**config.mk**
```make
export PLATFORM = sky130hd
export DESIGN_NAME = chh_cell
export DESIGN_NICKNAME = d
export VERILOG_FILES = /design/src/hw/rtl/chh_pkg.sv /design/src/hw/rtl/chh_cell.sv
export SDC_FILE = /design/constraint.sdc
export NUM_CORES = 1
export LEC_CHECK = 0
export ABC_AREA = 1
export ABC_CLOCK_PERIOD_IN_PS = 2890
export BUFFER_PORTS_ARGS = -buffer_cell sky130_fd_sc_hd__buf_2
export CAP_MARGIN = 20
export CORE_MARGIN = 1.5
export CORE_UTILIZATION = 61
export CTS_CLUSTER_SIZE = 24
export DETAILED_ROUTE_END_ITERATION = 10
export GPL_TIMING_DRIVEN = 0
export HOLD_SLACK_MARGIN = 0.15
export PLACE_DENSITY = 0.81
export RECOVER_POWER = 25
export SYNTH_ARGS = -nofsm -noshare
export SYNTH_HDL_FRONTEND = slang
export SYNTH_SLANG_ARGS = --single-unit
```
**constraint.sdc**
```tcl
create_clock -name clk -period 2.89 [get_ports clk]
set_input_delay 0.4335 -clock clk [delete_from_list [all_inputs] [get_ports clk]]
set_output_delay 0.4335 -clock clk [all_outputs]
set_load 0.03 [all_outputs]
```
**src/hw/rtl/chh_pkg.sv**
```systemverilog
// Package for the circular heat histogram: sizes, command codes and beat types.
// Used by chh_gen, chh_cell and circular_heat_histogram_argmin; depends on nothing.
`default_nettype none

package chh_pkg;

    // Geometry of the histogram.
    localparam int SEGMENTS    = 64;
    localparam int PITCH_SLOTS = 4;
    localparam int IDX_W       = $clog2(SEGMENTS);
    localparam int PSLOT_W     = (PITCH_SLOTS > 1) ? $clog2(PITCH_SLOTS) : 1;

    // Storage widths.
    localparam int HEAT_W    = 40;
    localparam int COUNT_W   = 24;
    localparam int CONTRIB_W = 15;

    // Yaw scale: 1/128 degree, so half a circle is 23040.
    localparam int YAW_HALF = 23040;
    localparam int YAW_FULL = 46080;

    // Bin centers are stepped as quotient and remainder of (2i+1)*YAW_HALF/SEGMENTS.
    localparam int CTR_Q0 = YAW_HALF / SEGMENTS;
    localparam int CTR_R0 = YAW_HALF % SEGMENTS;
    localparam int STEP_Q = YAW_FULL / SEGMENTS;
    localparam int STEP_R = YAW_FULL % SEGMENTS;

    // Division by 45 through a reciprocal, exact for dividends below 2^21.
    localparam int DIV45_SHIFT = 27;
    localparam int DIV45_MUL   = 2982617;

    // Command codes.
    localparam logic [1:0] CMD_ADD   = 2'd0;
    localparam logic [1:0] CMD_QUERY = 2'd1;
    localparam logic [1:0] CMD_CLEAR = 2'd2;

    // One input beat.
    typedef struct packed {
        logic [1:0]         command;
        logic [1:0]         pitch_slot;
        logic signed [15:0] hit_yaw;
        logic signed [15:0] threat;
    } chh_in_t;

    // One result beat.
    typedef struct packed {
        logic signed [15:0] safest_yaw;
        logic [5:0]         best_bin;
        logic               valid_res;
    } chh_out_t;

    // Bin index and center as stepped by the generator.
    typedef struct packed {
        logic               valid;
        logic               last;
        logic [IDX_W-1:0]   idx;
        logic signed [15:0] center;
    } chh_scan_t;

    // Heat contribution for one bin.
    typedef struct packed {
        logic                 valid;
        logic                 last;
        logic [CONTRIB_W-1:0] contrib;
    } chh_contrib_t;

    // Controls broadcast to every cell of the chain.
    typedef struct packed {
        logic               clear;
        logic               load;
        logic               shift;
        logic               commit;
        logic [PSLOT_W-1:0] slot;
    } chh_cell_ctl_t;

endpackage

`default_nettype wire

```
**src/hw/rtl/chh_cell.sv**
```systemverilog
// One histogram cell: the heat of one yaw bin for every pitch slot, plus a
// lane register that shifts toward cell 0. Uses chh_pkg.
`default_nettype none

module chh_cell (
    input  logic                         clk,
    input  logic                         rst_n,
    input  chh_pkg::chh_cell_ctl_t       ctl,
    input  logic [chh_pkg::HEAT_W-1:0]   lane_in,
    output logic [chh_pkg::HEAT_W-1:0]   lane_out
);

    logic [chh_pkg::HEAT_W-1:0] bin_reg [chh_pkg::PITCH_SLOTS];
    logic [chh_pkg::HEAT_W-1:0] lane_reg;
    logic [chh_pkg::HEAT_W:0]   sum;
    logic [chh_pkg::HEAT_W-1:0] sat;

    // Saturating add of the lane contribution to the addressed bin.
    assign sum = {1'b0, bin_reg[ctl.slot]} + {1'b0, lane_reg};
    assign sat = sum[chh_pkg::HEAT_W] ? '1 : sum[chh_pkg::HEAT_W-1:0];

    always_ff @(posedge clk or negedge rst_n)
    begin
        if (!rst_n)
        begin
            for (int s = 0; s < chh_pkg::PITCH_SLOTS; s++)
            begin
                bin_reg[s] <= '0;
            end
        end
        else if (ctl.clear)
        begin
            for (int s = 0; s < chh_pkg::PITCH_SLOTS; s++)
            begin
                bin_reg[s] <= '0;
            end
        end
        else if (ctl.commit)
        begin
            bin_reg[ctl.slot] <= sat;
        end
    end

    // Lane: a copy of the bin for a query, or a passing contribution for an add.
    always_ff @(posedge clk)
    begin
        if (ctl.load)
        begin
            lane_reg <= bin_reg[ctl.slot];
        end
        else if (ctl.shift)
        begin
            lane_reg <= lane_in;
        end
    end

    assign lane_out = lane_reg;

endmodule

`default_nettype wire

```
======== Yosys cells after proc, flatten, opt, wreduce, memory -nomap -nowiden ========
Cells that the tools add are included.
storage, ports and cells
  bits in registers ....................... 200
  bits of input ports ..................... 48
  output and inout port bits .............. 40
  logic and storage cells ................. 23
cells by class
  add/sub/neg operators ................... 1
  $lt $le $gt $ge ......................... 2
  mux-type cells .......................... 11
  bitwise gates (word level) .............. 1
  reductions and logical operators ........ 3
operators by type and width
  kind                                                      count
  2-to-1 mux 160 bit                                        2
  2-to-1 mux 40 bit                                         6
  bitwise mux 160 bit                                       1
  binary-select mux 40 bit (select 2 bit)                   1
  demux 40 bit (select 2 bit)                               1
  adder 40 x 40 -> 41 bit                                   1
  nonzero test 2 bit                                        2
  greater-or-equal comparator 3 bit, second input constant  1
  < comparator 3 x 1 -> 1 bit, second input constant        1
  NOT 2 -> 3 bit                                            1
  logical AND 1 bit                                         1

======== Longest topological paths before layout ========
Gate-level depths: netlist of run 1.
  word-level depth ........................ 9
  mapped depth ............................ 22
  mapped depth without buffers ............ 20

======== Worst setup path after synthesis of run 1 ========
Ideal clock, no wire load.
  path kind ............................... input to register
  start point ............................. in ctl[1] in the netlist's numbering
  end point ............................... reg bin_reg[22] in the netlist's numbering
  setup time .............................. 0.120 ns
  data arrival time ....................... 2.818 ns
  data required time ...................... 2.770 ns
  setup slack ............................. -0.047 ns
  stages on the path ...................... 21
  path buffers ............................ 2
  cell sequence ........................... inv_1 > nand2_1 > inv_1 > clkbuf_1 > a22oi_1 > o221ai_1 > ha_1 > fa_1 > nand2_1 > nand3_1 > nand3_1 > nand2_2 > nand2_2 > nand3_2 > nand2_2 > nand2_4 > inv_4 > buf_12 > nand2_4 > nand2_1 > o21ai_2
on the way
  word-level cells in the longest chain between the ends .. 9
  elaborated cells between the ends (all ways) .. 14
  those cells by class .................... add/sub: 1; order compare: 2; mux: 9; bitwise: 1; reduce/logical: 1
ends and longest elaborated chain
  element                                               line                            text
  from (decl)                                           chh_cell.sv:8                   input chh_pkg::chh_cell_ctl_t ctl,
  NOT 2 -> 3 bit (implied by the code) (*)              chh_cell.sv:19, chh_cell.sv:40
  binary-select mux 40 bit (select 2 bit)               chh_cell.sv:19                  assign sum = {1'b0, bin_reg[ctl.slot]} + {1'b0, lane_reg};
  2-to-1 mux 40 bit (implied by the code) (2 in a row)  chh_cell.sv:19
  adder 40 x 40 -> 41 bit                               chh_cell.sv:19
  2-to-1 mux 40 bit                                     chh_cell.sv:20                  assign sat = sum[chh_pkg::HEAT_W] ? '1 : sum[chh_pkg::HEAT_W-1:0];
  bitwise mux 160 bit (*)                               chh_cell.sv:40                  bin_reg[ctl.slot] <= sat;
  2-to-1 mux 160 bit (*)                                chh_cell.sv:38                  else if (ctl.commit)
  2-to-1 mux 160 bit (*)                                chh_cell.sv:31                  else if (ctl.clear)
  to (signal, indexed assignment)                       chh_cell.sv:40
  to (decl)                                             chh_cell.sv:13                  logic [chh_pkg::HEAT_W-1:0] bin_reg [chh_pkg::PITCH_SLOTS];
Mark *: on every way between the ends. The rest lies on a longest branch, timed or not. The select of a mux whose other input is x is not followed.
A chain may end at the register's enable or synchronous reset.

======== Worst setup path after layout of run 1 ========
  start point ............................. in ctl[0] in the netlist's numbering
  end point ............................... reg bin_reg[51] in the netlist's numbering
Same word-level chain as after synthesis.

==> results.tsv, run 1 <==
metric	value	unit
via/cell ratio	5.71	
initial antenna violation count	1	
max FFs per register	160	
Initial Utilization	62.3	%
Post-synth EDFFs	40	
global-route wire length before repair	57.0	mm
vias in the first global route	10600	
I/O pins	88	
Design Power	7250	µW
crit-path max FO	6	
Num CTS Buffers	17	
MaxCap Viol Count	0	
Seq/Total Area, Yosys	42.9	%
internal power	4750	µW
status	complete, no violations	
Synth Flop Type	dfrtp_1	
Startpoint Class	input port	
drt total wl	39.3	mm
Crit. End Element	flip-flop	
Max Root-Sink Buffers	2	
Synth cell types	40	
share of the synthesized area in the top cell type	33.0	%
layout cell share with drive strength beyond 1	21.2	%
GR Util All Layers	37.3	%
TritonRoute pass-1 iters	7	
core footprint	0.0195	mm²
clk slew on worst S/H paths	0.08	ns
DP HPWL	28.2	mm
Max VDD drop	0.456	mV
Slew Limit Fails	0	
slew margin rel.	2.44	%
fmax	349	MHz
routed len/inst	19.2	µm
syn_nets	1730	
setup violators final	0	
DR DRC count	0	
Net Sw Frac	34.5	%
Hold Vio Cnt, Final	0	
chip height	144	µm
Placed Cells	1992	
mapped cell area	0.0121	mm²
Placement Setup Slack	-1.20	ns
Tightest Pin Transition	1.46	ns
Die W	144	µm
combinational power share	23.3	%
FP Rows	51	
CTS tree	yes	
Synth area leaders	dfrtp_1 33%, nand2_1 23%, edfxtp_1 9.9%, inv_1 6.3%, ha_1 4.1%	
Max H-tree Level	4	
Antenna Cells	0	
Synth async-reset ratio	80.0	%
Yosys top cell by area	dfrtp_1	
via count	11700	
worst skew pair latency	0.45	ns
Flop pwr share	43.4	%
minimum clock period	2.87	ns
die area	0.0207	mm²
Post-Syn Area per Cell	7.39	µm²
Final Instance Area	0.0149	mm²
area grow syn2layout	22.6	%
final worst setup slack	0.0217	ns
Leak	0.00759	µW
Layout Cells excl Fill	2042	
Fill cells	1416	
HP Class	in -> reg	
final clock skew	0.0136	ns
Layout Nets	1854	
ANT nets after route	0	
Clock Power Share	33.3	%
Worst Setup Path Type	in -> reg	
Post-synth top cells	733 x nand2_1, 203 x inv_1, 160 x dfrtp_1, 80 x nor2_1, 51 x a22oi_1	
CP required	3.20	ns
Root Buffer	clkbuf_16	
top-count cell post-synth	nand2_1	
RePlAce Congestion	1.04	
Post-DP Area	0.0129	mm²
initial drt markers	1346	
PwrDens	488	mW/mm²
sw power	2500	µW
largest net degree at the start of global routing	104	
post-route clock period utilization	99.3	%
Data arrival, critical path	3.18	ns
clock sink count	200	
aggregate global routing overflow	0	
Yosys reg bits	200	
port bufs	85	
Synth Instances	1641	
Ys Warns	0	
[kinds of logic (layout without fill, tap and decap cells)]
logic type      count (synthesis)  after routing  share of synthesized area (%)
compound gates                201            201                           10.6
xor+xnor                       22             22                           1.59
fa+ha+maj                      41             41                           4.29
buf+inv                       261            397                           8.67
flops                         200            200                           42.9
simple gates                  916            916                           31.9
[path summary, 6_finish.rpt]
path | slack [ns] | endpoint | depth (start not counted) | from
min in group asynchronous | 0.88 | bin_reg[84]$_DFFE_PN0P_ | 2 | rst_n
min reg2reg | 0.49 | bin_reg[67]$_DFFE_PN0P_ | 2 | bin_reg[67]$_DFFE_PN0P_
max | 0.02 | bin_reg[51]$_DFFE_PN0P_ | 21 | ctl[0]
min | 0.25 | lane_out[9]$_DFFE_PP_ | 3 | lane_in[9]
max in group asynchronous | 0.84 | bin_reg[30]$_DFFE_PN0P_ | 3 | rst_n
max reg2reg | 0.03 | bin_reg[51]$_DFFE_PN0P_ | 17 | bin_reg[120]$_DFFE_PN0P_
[layout make-up]
| type | count | area (µm²) | area share, % |
|---|---|---|---|
| Clock buffer | 17 | 425 | 2.86 |
| Timing Repair Buffer | 105 | 632 | 4.25 |
| Inverter | 208 | 793 | 5.34 |
| Multi-Input combinational cell | 1180 | 6980 | 47.0 |
| Buffer | 53 | 334 | 2.25 |
| Clock inverter | 14 | 155 | 1.04 |
| Sequential cell | 200 | 5200 | 35.0 |
| Tap cell | 265 | 332 | 2.23 |
[routing by layer]
| layer | wire, µm | up-vias | GRT usage [%] |
|---|---|---|---|
| li1 | - | 5435 | - |
| met1 | 16300 | 5603 | 53.2 |
| met4 | 1090 | 2 | 11.4 |
| met3 | 3780 | 77 | 7.81 |
| met5 | 13 | - | 0 |
| met2 | 18100 | 553 | 57.3 |
[layout by cell type, fill, tap and decap left out, drive strengths merged, types with 47 or more instances in the layout]
cell type / count
o21ai: 69
inv: 216
nand3: 56
clkbuf: 47
dfrtp: 160
nand2: 758
buf: 126
nor2: 92
a22oi: 51
[power groups by stage]
stage	Sequential [µW]	Combinational [µW]	Clock, µW
after floorplan	3260	835	0
after global placement	3170	1390	0
after CTS	3120	1500	2400
after global routing	3160	1810	2510
after detailed placement	3170	1410	0
final	3150	1690	2410
[metrics by stage]
stage / hold slack (ns) / setup TNS [ns] / utilization [%]
5_1_grt: 0.260 / -0.435 / 76.4
6_report: 0.253 / 0 / 76.4
3_3_place_gp: 0.462 / -324.10 / 66.2
2_1_floorplan: 0.138 / 0 / -
3_5_place_dp: 0.439 / -173.96 / 66.4
4_1_cts: 0.252 / 0 / 72.4
[critical path: stages]
cell       delay (ns)
buf_4            0.16
nand2_2          0.08
inv_2            0.07
clkbuf_8         0.17
a22oi_2          0.13
o221ai_2         0.17
ha_2             0.24
fa_2             0.38
nand2_2          0.10
nand3_2          0.10
nand3_2          0.10
nand2_2          0.09
nand2_2          0.07
nand3_2          0.09
nand2_2          0.08
nand2_4          0.09
inv_8            0.10
bufbuf_16        0.28
nand2_4          0.06
nand2_1          0.08
o21ai_1          0.07
[timing repair]
item,CTS,global route
hold endpoints to repair,57,0
endpoints found under the setup margin,160,160
gates resized for setup,109,129
pin swaps,6,18
cloned,2,0
buffers inserted,6,10
hold buffers,1,0
Note: power is estimated with default switching activity, not from simulation.
==> run 2: changes to the inputs <==
CAP_MARGIN = unset   (was 20)
PLACE_DENSITY = 0.78   (was 0.81)
==> results.tsv, run 2 (synthesis results as in run 1) <==
metric	value	unit	change
failing checks	capacitance limit, slew limit, setup timing		
HP Class	in -> reg		
CP most frequent cell	nand2_1		
CP required	3.25	ns	+0.05 ns
area grow syn2layout	25.1	%	
Tightest Pin Transition	1.98	ns	+0.514 ns
Layout Nets	1865		+0.59%
vias in the first global route	10900		+2.4%
GR Util All Layers	38.1	%	+0.83 points
RSZ-0062 raised after global routing	yes		
worst skew pair latency	0.45	ns	about the same
minimum clock period	2.91	ns	+0.0444 ns
drt total wl	40.4	mm	+2.9%
clock sink count	200		unchanged
Worst Setup Path Type	in -> reg		
Antenna Cells	0		unchanged
CP max stage cell	ha_4		
commonest non-fill, non-tap cell in the layout	nand2_1		
Crit path largest cell delay	0.34	ns	-0.04 ns
clk slew on worst S/H paths	0.08	ns	about the same
RePlAce Congestion	1.03		-0.73%
Startpoint Class	input port		
Hold Vio Cnt, Final	0		unchanged
Fin Hold WS	0.252	ns	-0.00149 ns
final worst setup slack	-0.0227	ns	-0.0444 ns
Crit. End Element	flip-flop		
Layout Cells excl Fill	2053		+0.54%
Critical path buffers and inverters	6		+1
via/cell ratio	5.78		+1.1%
chip height	144	µm	unchanged
crit-path cells	buf_4 > nor2_4 > clkbuf_4 > a22oi_2 > nand2_1 > ha_4 > inv_1 > o21ai_1 > nand3_1 > nand2_1 > a21oi_2 > nand2_1 > inv_2 > nand2_4 > clkinv_8 > clkbuf_16 > nand2_8 > nand2_1 > o21ai_1		
Max VDD drop	0.417	mV	-8.5%
FP Rows	51		unchanged
TritonRoute pass-1 iters	6		-1
Final Instance Area	0.0152	mm²	+2.0%
Die W	144	µm	unchanged
slew margin rel.	-31.8	%	-34 points
Max H-tree Level	4		unchanged
initial drt markers	1428		+6.1%
routed len/inst	19.7	µm	+2.3%
largest net degree at the start of global routing	82		-21%
crit-path max FO	10		+4
core footprint	0.0195	mm²	unchanged
DP HPWL	28.5	mm	+0.89%
die area	0.0207	mm²	unchanged
initial antenna violation count	0		-1
I/O pins	88		unchanged
post-route clock period utilization	101	%	+1.5 points
DR DRC count	0		unchanged
Placed Cells	1992		unchanged
aggregate global routing overflow	0		unchanged
final clock skew	0.0140	ns	+0.000370 ns
cell family with most CP delay	simple AND/OR/NAND/NOR gates		
Max Root-Sink Buffers	2		unchanged
MaxCap Viol Count	1		+1
PwrDens	485	mW/mm²	-0.49%
commonest cells after routing, fill and taps aside	722 x nand2_1, 201 x inv_1, 160 x dfrtp_1, 95 x buf_2, 72 x nor2_1		
max FFs per register	160		unchanged
Data arrival, critical path	3.27	ns	+0.09 ns
Root Buffer	clkbuf_16		
Leak	0.00768	µW	+1.3%
via count	11900		+1.7%
Initial Utilization	62.3	%	unchanged
layout cell share with drive strength beyond 1	22.0	%	+0.88 points
Num CTS Buffers	17		unchanged
setup violators final	3		+3
global-route wire length before repair	58.4	mm	+2.3%
status	finished with violations		
Post-DP Area	0.0129	mm²	unchanged
fmax	343	MHz	-1.5%
port bufs	85		unchanged
CTS tree	yes		
ANT nets after route	0		unchanged
Slew Limit Fails	81		+81
[run 2: timing repair]
| action | CTS | global route |
|---|---|---|
| gates cloned | 2 | 2 |
| setup buffers | 7 | 18 |
| gates resized for setup | 118 | 138 |
| endpoints found under the hold margin | 80 | 0 |
| hold buffers | 1 | 0 |
| pin swaps | 8 | 26 |
| endpoints found under the setup margin | 160 | 160 |
[run 2: layout make-up]
cell class,count,area (µm²)
clock inverter,14,170
buffer,53,359
fill,1382,4300
tap,265,332
sequential,200,5200
multi-input combinational,1180,7130
timing repair buffer,116,744
inverter,208,803
clock buffer,17,425
[run 2: routing by layer]
| layer | GRT usage, % | share of wire (%) | vias to the layer above |
|---|---|---|---|
| li1 | - | - | 5451 |
| met1 | 53.0 | 41 | 5707 |
| met2 | 58.0 | 46 | 611 |
| met3 | 10.8 | 10 | 94 |
| met4 | 11.7 | 3.1 | 0 |
| met5 | 0 | 0 | - |
[run 2: report_power, final]
group	internal, µW	switching, µW
logic	591	1180
clock network	1180	1260
registers	3040	117
[run 2: final timing paths]
check	slack [ns]	start	end	cells past startpoint
max	-0.02	ctl[0]	bin_reg[46]$_DFFE_PN0P_	19
min	0.25	lane_in[9]	lane_out[9]$_DFFE_PP_	3
max reg2reg	0.04	bin_reg[157]$_DFFE_PN0P_	bin_reg[46]$_DFFE_PN0P_	16
min reg2reg	0.49	bin_reg[83]$_DFFE_PN0P_	bin_reg[83]$_DFFE_PN0P_	2
max in group asynchronous	0.64	rst_n	bin_reg[28]$_DFFE_PN0P_	3
min in group asynchronous	1.06	rst_n	bin_reg[84]$_DFFE_PN0P_	2
[run 2: metrics by stage]
stage	setup TNS, ns	setup WS (ns)	utilization (%)	total power (µW)
final	-0.0470	-0.0227	77.9	7360
after global routing	-1.26	-0.0726	77.9	7590
after CTS	0	0.00962	72.9	7080
after detailed placement	-169.47	-1.26	66.4	4590
after global placement	-308.94	-1.25	66.2	4560
after floorplan	0	0.0133	-	4090
[run 2: worst min-delay path, delay by kind of cell]
kind          cells  cell delay (ns)
simple gates      2             0.09
buf+inv           1             0.07
